File: src/rtl/core/tcb_pkg.sv
// tcb_pkg: shared types, constants and the sgr colour table for the text cell buffer
// depends on nothing
`default_nettype none
package tcb_pkg;

  // default grid bounds
  localparam int unsigned MaxColumnsDef = 128;
  localparam int unsigned MaxRowsDef    = 64;

  // command codes
  localparam logic [3:0] CmdPrint     = 4'd0;
  localparam logic [3:0] CmdClearCell = 4'd1;
  localparam logic [3:0] CmdEraseLine = 4'd2;
  localparam logic [3:0] CmdEraseScr  = 4'd3;
  localparam logic [3:0] CmdScrollUp  = 4'd4;
  localparam logic [3:0] CmdSetFg     = 4'd5;
  localparam logic [3:0] CmdSetBg     = 4'd6;
  localparam logic [3:0] CmdResetCol  = 4'd7;
  localparam logic [3:0] CmdReadCell  = 4'd8;

  // erase line modes
  localparam logic [1:0] ModeToEnd   = 2'd0;
  localparam logic [1:0] ModeToStart = 2'd1;
  localparam logic [1:0] ModeWhole   = 2'd2;
  localparam logic [1:0] ModeNone    = 2'd3;

  // configuration register indexes
  localparam logic CfgColumns = 1'b0;
  localparam logic CfgRows    = 1'b1;

  // colours and reset values
  localparam logic [31:0] ColorWhite = 32'hFFFF_FFFF;
  localparam logic [31:0] ColorBlack = 32'h0000_0000;
  localparam logic [7:0]  ColsReset  = 8'd80;
  localparam logic [6:0]  RowsReset  = 7'd25;
  localparam logic [7:0]  GlyphBias  = 8'd32;
  localparam logic [6:0]  GlyphPeriod = 7'd94;

  // sgr codes
  localparam logic [6:0] SgrFgBase    = 7'd30;
  localparam logic [6:0] SgrFgDefault = 7'd39;
  localparam logic [6:0] SgrBgBase    = 7'd40;
  localparam logic [6:0] SgrBgDefault = 7'd49;

  typedef struct packed {
    logic [7:0]  glyph;
    logic [31:0] fg;
    logic [31:0] bg;
  } tcb_cell_t;

  // controller to datapath commands
  typedef struct packed {
    logic load;
    logic init_wr;
    logic phys_en;
    logic phys_ring;
    logic base_en;
    logic cell_wr;
    logic rd_en;
    logic res;
    logic span_init_full;
    logic span_wr;
    logic scr_wr;
    logic ring_adv;
  } tcb_ctrl_t;

  // datapath to controller status
  typedef struct packed {
    logic init_last;
    logic span_done;
    logic scr_done;
    logic cnt_zero;
  } tcb_stat_t;

  // ansi palette, abgr
  function automatic logic [31:0] sgr_color(input logic [2:0] idx);
    logic [31:0] c;
    case (idx)
      3'd0:    c = 32'hFF00_0000;
      3'd1:    c = 32'hFF00_00FF;
      3'd2:    c = 32'hFF00_FF00;
      3'd3:    c = 32'hFF00_FFFF;
      3'd4:    c = 32'hFFFF_0000;
      3'd5:    c = 32'hFFFF_00FF;
      3'd6:    c = 32'hFFFF_FF00;
      default: c = 32'hFFFF_FFFF;
    endcase
    return c;
  endfunction

endpackage
`default_nettype wire

File: src/rtl/core/tcb_ctrl.sv
// tcb_ctrl: command sequencer for the text cell buffer
// depends on tcb_pkg
`default_nettype none
module tcb_ctrl (
  input  wire logic               clk_i,
  input  wire logic               rst_ni,
  input  wire logic               start_i,
  input  wire logic [3:0]         cmd_i,
  input  wire tcb_pkg::tcb_stat_t stat_i,
  output tcb_pkg::tcb_ctrl_t      ctrl_o,
  output logic                    busy_o
);

  localparam logic [3:0] SIdle   = 4'd0;
  localparam logic [3:0] SInit   = 4'd1;
  localparam logic [3:0] SPhys   = 4'd2;
  localparam logic [3:0] SMul    = 4'd3;
  localparam logic [3:0] SCell   = 4'd4;
  localparam logic [3:0] SRd     = 4'd5;
  localparam logic [3:0] SRes    = 4'd6;
  localparam logic [3:0] SSpan   = 4'd7;
  localparam logic [3:0] SSchk   = 4'd8;
  localparam logic [3:0] SSmul   = 4'd9;
  localparam logic [3:0] SSadv   = 4'd10;
  localparam logic [3:0] SScreen = 4'd11;

  logic [3:0] state_q, state_d;
  logic [3:0] op_q, op_d;

  // next state and commands
  always_comb begin
    state_d = state_q;
    op_d    = op_q;
    ctrl_o  = '0;
    unique case (state_q)
      SInit: begin
        ctrl_o.init_wr = 1'b1;
        if (stat_i.init_last) state_d = SIdle;
      end
      SIdle: begin
        if (start_i) begin
          ctrl_o.load = 1'b1;
          op_d        = cmd_i;
          unique case (cmd_i) inside
            tcb_pkg::CmdPrint, tcb_pkg::CmdClearCell,
            tcb_pkg::CmdEraseLine, tcb_pkg::CmdReadCell: state_d = SPhys;
            tcb_pkg::CmdEraseScr: state_d = SScreen;
            tcb_pkg::CmdScrollUp: state_d = SSchk;
            default: ;
          endcase
        end
      end
      SPhys: begin
        ctrl_o.phys_en = 1'b1;
        state_d        = SMul;
      end
      SMul: begin
        ctrl_o.base_en = 1'b1;
        if (op_q == tcb_pkg::CmdEraseLine) state_d = SSpan;
        else if (op_q == tcb_pkg::CmdReadCell) state_d = SRd;
        else state_d = SCell;
      end
      SCell: begin
        ctrl_o.cell_wr = 1'b1;
        state_d        = SIdle;
      end
      SRd: begin
        ctrl_o.rd_en = 1'b1;
        state_d      = SRes;
      end
      SRes: begin
        ctrl_o.res = 1'b1;
        state_d    = SIdle;
      end
      SSpan: begin
        if (stat_i.span_done) begin
          state_d = (op_q == tcb_pkg::CmdScrollUp) ? SSadv : SIdle;
        end else begin
          ctrl_o.span_wr = 1'b1;
        end
      end
      SSchk: begin
        if (stat_i.cnt_zero) begin
          state_d = SIdle;
        end else begin
          ctrl_o.phys_en   = 1'b1;
          ctrl_o.phys_ring = 1'b1;
          state_d          = SSmul;
        end
      end
      SSmul: begin
        ctrl_o.base_en        = 1'b1;
        ctrl_o.span_init_full = 1'b1;
        state_d               = SSpan;
      end
      SSadv: begin
        ctrl_o.ring_adv = 1'b1;
        state_d         = SSchk;
      end
      SScreen: begin
        if (stat_i.scr_done) state_d = SIdle;
        else ctrl_o.scr_wr = 1'b1;
      end
      default: state_d = SIdle;
    endcase
  end

  // state register
  always_ff @(posedge clk_i or negedge rst_ni) begin
    if (!rst_ni) begin
      state_q <= SInit;
      op_q    <= tcb_pkg::CmdPrint;
    end else begin
      state_q <= state_d;
      op_q    <= op_d;
    end
  end

  assign busy_o = (state_q != SIdle);

  // at most one memory writer per cycle
  a_one_writer: assert property (@(posedge clk_i) disable iff (!rst_ni)
    $onehot0({ctrl_o.init_wr, ctrl_o.cell_wr, ctrl_o.span_wr, ctrl_o.scr_wr}))
    else $error("several memory writers at once");

  // a read always goes on to the result cycle
  a_rd_res: assert property (@(posedge clk_i) disable iff (!rst_ni)
    (state_q == SRd) |=> (state_q == SRes))
    else $error("read not followed by result");

  // no transfer is taken during the fill after reset
  a_init_busy: assert property (@(posedge clk_i) disable iff (!rst_ni)
    (state_q == SInit) |-> (busy_o && !ctrl_o.load))
    else $error("load during reset fill");

  // ring only moves inside a scroll
  a_ring_adv: assert property (@(posedge clk_i) disable iff (!rst_ni)
    ctrl_o.ring_adv |-> (op_q == tcb_pkg::CmdScrollUp))
    else $error("ring advance outside scroll");

endmodule
`default_nettype wire

File: config.mk
export PLATFORM = sky130hd
export DESIGN_NAME = tcb_ctrl
export DESIGN_NICKNAME = d
export VERILOG_FILES = /design/src/rtl/core/tcb_pkg.sv /design/src/rtl/core/tcb_ctrl.sv
export SDC_FILE = /design/constraint.sdc
export NUM_CORES = 1
export LEC_CHECK = 0
export BUFFER_PORTS_ARGS = -buffer_cell sky130_fd_sc_hd__buf_2
export CAP_MARGIN = 20
export CORE_MARGIN = 2
export CORE_UTILIZATION = 51
export CTS_BUF_LIST = sky130_fd_sc_hd__clkbuf_8 sky130_fd_sc_hd__clkbuf_16
export CTS_CLUSTER_DIAMETER = 60
export DETAILED_ROUTE_END_ITERATION = 8
export PLACE_DENSITY = 0.79
export SETUP_SLACK_MARGIN = 0.2
export SLEW_MARGIN = 20
export SYNTH_ARGS = -nofsm -noshare
export SYNTH_HDL_FRONTEND = slang
export SYNTH_SLANG_ARGS = --single-unit
File: constraint.sdc
create_clock -name clk_i -period 4.3 [get_ports clk_i]
set_clock_uncertainty 0.05 [all_clocks]
set_input_delay 0.86 -clock clk_i [delete_from_list [all_inputs] [get_ports clk_i]]
set_output_delay 0.86 -clock clk_i [all_outputs]
set_load 0.02 [all_outputs]
==> flow_metrics.py <==
metrics = {
    "floorplanning": {
        "die-area_um2": 1610,
        "fp.dieW_um": 40.2,
        "rows": 13,
        "core-area_um2": 1250,
        "dieHeight_um": 40.2,
        "io_pins": 24,
        "start_util_pct": 53.2,
    },
    "logic_synthesis": {
        "ys_types": 35,
        "synthTopCellsByCount": "7 x dfrtp_1, 6 x nand2b_1, 5 x nor2_1, 5 x nor3_1, 4 x mux2_4",
        "ys_warn_count": 0,
        "synthArstFlopShare_pct": 100,
        "ys_ff_latch": 8,
        "syn_area_um2": 667,
        "yosysMostFrequentCell": "dfrtp_1",
        "syn-num-nets": 82,
        "yosysTopAreaCellShare_pct": 26.3,
        "yosysSeqAreaShare_pct": 30.2,
        "synth_top_cell_by_area": "dfrtp_1",
        "avgSynthCellArea_um2": 9.39,
        "synth_area_leaders": "dfrtp_1 26%, mux2_4 9.0%, nand2b_1 5.6%, dfstp_2 3.9%, nor3_1 3.8%",
        "synth_edf_count": 0,
        "synth-main-ff-cell": "dfrtp_1",
        "synthCells": 71,
    },
    "sta": {
        "slew_viol_final": 0,
        "rsz0062_at_grt": "false",
        "fin_tns_setup_ns": 0,
        "relSlewSlack_pct": 73.9,
        "fin_hold_ws_ns": 0.410,
        "period_share_pct": 62.6,
        "clock.fmax_mhz": 372,
        "finalSetupViolCount": 0,
        "finalHoldViolCount": 0,
        "min_period_ns": 2.69,
        "tightest_slew_ns": 0.382,
    },
    "cts": {
        "cts_setup_buffers": 0,
        "cts_sinks": 8,
        "cts_resized": 0,
        "cts_tree": "yes",
        "htreeDepth": 1,
        "clkTransAtPathRegs_ns": 0.05,
        "cts_buffer_depth": 2,
        "numCtsBuffers": 3,
        "insertion_delay_ns": 0.23,
        "cts_root_buf": "clkbuf_8",
        "ctsHoldBuffers": 0,
    },
    "setup_path": {
        "critPathLaunchType": "flip-flop",
        "end_kind": "output port",
        "worstPathRequired_ns": 3.39,
        "r2r_end": "state_q[3]$_DFFE_PN0P_",
        "crit_type": "reg -> out",
        "cp_max_fo": 14,
        "cp.arrival_ns": 1.78,
        "reg2reg_slack_ns": 2.45,
        "ff2ff_path_depth": 4,
        "r2r-start": "state_q[2]$_DFFE_PN0P_",
        "cp-endpoint": "ctrl_o[11]",
        "crit_start": "state_q[2]$_DFFE_PN0P_",
    },
    "drt": {
        "route.detailed.drc": 0,
        "vias_per_cell": 5.93,
        "firstDrtPassIters": 4,
        "drtIter0Drc": 17,
        "vias": 646,
        "wl_per_cell_um": 14.3,
        "wl_um": 1560,
        "ant_nets": 0,
    },
    "pwr": {
        "ir_worst_vdd_mv": 0.238,
        "pwr_density_cell_nw_per_um2": 638,
        "p_leak_nw": 0.416,
    },
    "global_routing": {
        "grt_max_degree": 15,
        "grt_pass1_wl_um": 2350,
        "grt_use_total_pct": 22.0,
        "gr-total-overflow": 0,
        "met1_usage_pct": 29.7,
        "use_met2_pct": 32.3,
        "antenna_found_initial": 0,
        "first_global_vias": 573,
        "met3_usage_pct": 1.67,
        "busiest_layer": "met2",
    },
    "finish": {
        "n_fill_cell": 105,
        "nNetsFinal": 106,
        "syn2layout_area_growth_pct": 23.8,
        "final_layout_size_suffix_gt1_share_pct": 39.4,
        "antenna_cells": 0,
    },
    "placement": {
        "dpl.hpwl_um": 1170,
        "portBuffers": 23,
        "gp_congestion": 0.770,
    },
    "outcome": {
        "status": "completed",
    },
    "run": {
        "cap_violations": 0,
    },
    "hold_path": {
        "min_path_type": "in -> async",
    },
}
[metrics by stage]
stage	std cells	total power, mW	utilization, %	area [µm²]	setup slack (ns)
after floorplan	71	0.371	-	667	1.91
after global placement	105	0.431	62.3	781	1.92
after detailed placement	105	0.433	62.3	781	1.87
after CTS	109	0.525	65.9	826	1.63
after global routing	109	0.562	65.9	826	1.53
final	109	0.526	65.9	826	1.61
[sequential cells by signal, indices dropped and copies added (netlist names)]
| register | count |
|---|---|
| op_q | 4 |
| state_q | 4 |
[worst min path at each step]
stage / start / to / slack [ns] / cells past startpoint
floorplan: op_q[3]$_DFFE_PN0P_ / op_q[3]$_DFFE_PN0P_ / 0.45 / 1
global placement: op_q[2]$_DFFE_PN0P_ / op_q[2]$_DFFE_PN0P_ / 0.50 / 1
detailed placement: op_q[2]$_DFFE_PN0P_ / op_q[2]$_DFFE_PN0P_ / 0.49 / 1
CTS: rst_ni / op_q[0]$_DFFE_PN0P_ / 0.41 / 1
global route: rst_ni / op_q[0]$_DFFE_PN0P_ / 0.42 / 1
finish: rst_ni / op_q[0]$_DFFE_PN0P_ / 0.41 / 1
[power by group]
part	switching [mW]	total (mW)	internal (mW)	leakage, nW
Clock	0.0282	0.0899	0.0617	0.0269
Sequential	0.0511	0.160	0.109	0.0976
Combinational	0.142	0.276	0.134	0.291
[critical path, cell delays in order, from the launching register on]
cell and delay [ns]:
dfrtp_1 0.51, or4_1 0.63, inv_2 0.12, nand2_4 0.08, inv_1 0.05, buf_2 0.15
[cells by family after synthesis]
| kind of cell | Yosys count | share of synthesized area (%) |
|---|---|---|
| multiplexers | 4 | 9.01 |
| AO/OA/AOI/OAI | 13 | 16.9 |
| AND/OR/NAND/NOR | 38 | 38.6 |
| flip-flops | 8 | 30.2 |
| buffers and inverters | 8 | 5.25 |
[placed cells by master (no fill, tap or decap), drive strengths merged, types with 2 or more instances in the layout]
cell type,instances
buf,23
dfrtp,7
nand2b,6
nor2,5
nor3,5
inv,5
mux2,4
nor3b,3
nor4,3
clkbuf,3
or4b,3
or2b,2
or3,2
o21bai,2
a211oi,2
or4bb,2
nand2,2
[final cells by class]
cell class	count	area, µm²	area share, %
Clock inverter	1	3.75	0.455
Inverter	4	15.0	1.82
Sequential cell	8	201	24.4
Timing Repair Buffer	23	115	13.9
Tap cell	15	18.8	2.27
Clock buffer	3	41.3	5.00
Multi-Input combinational cell	55	430	52.1
[per-layer routing]
metal	vias up	wire length [µm]	share of wire, %
li1	314	-	-
met1	303	695	45
met2	27	755	48
met3	2	97	6.2
met4	0	12	0.77
met5	-	0	0
(Power assumes the default switching activity.)
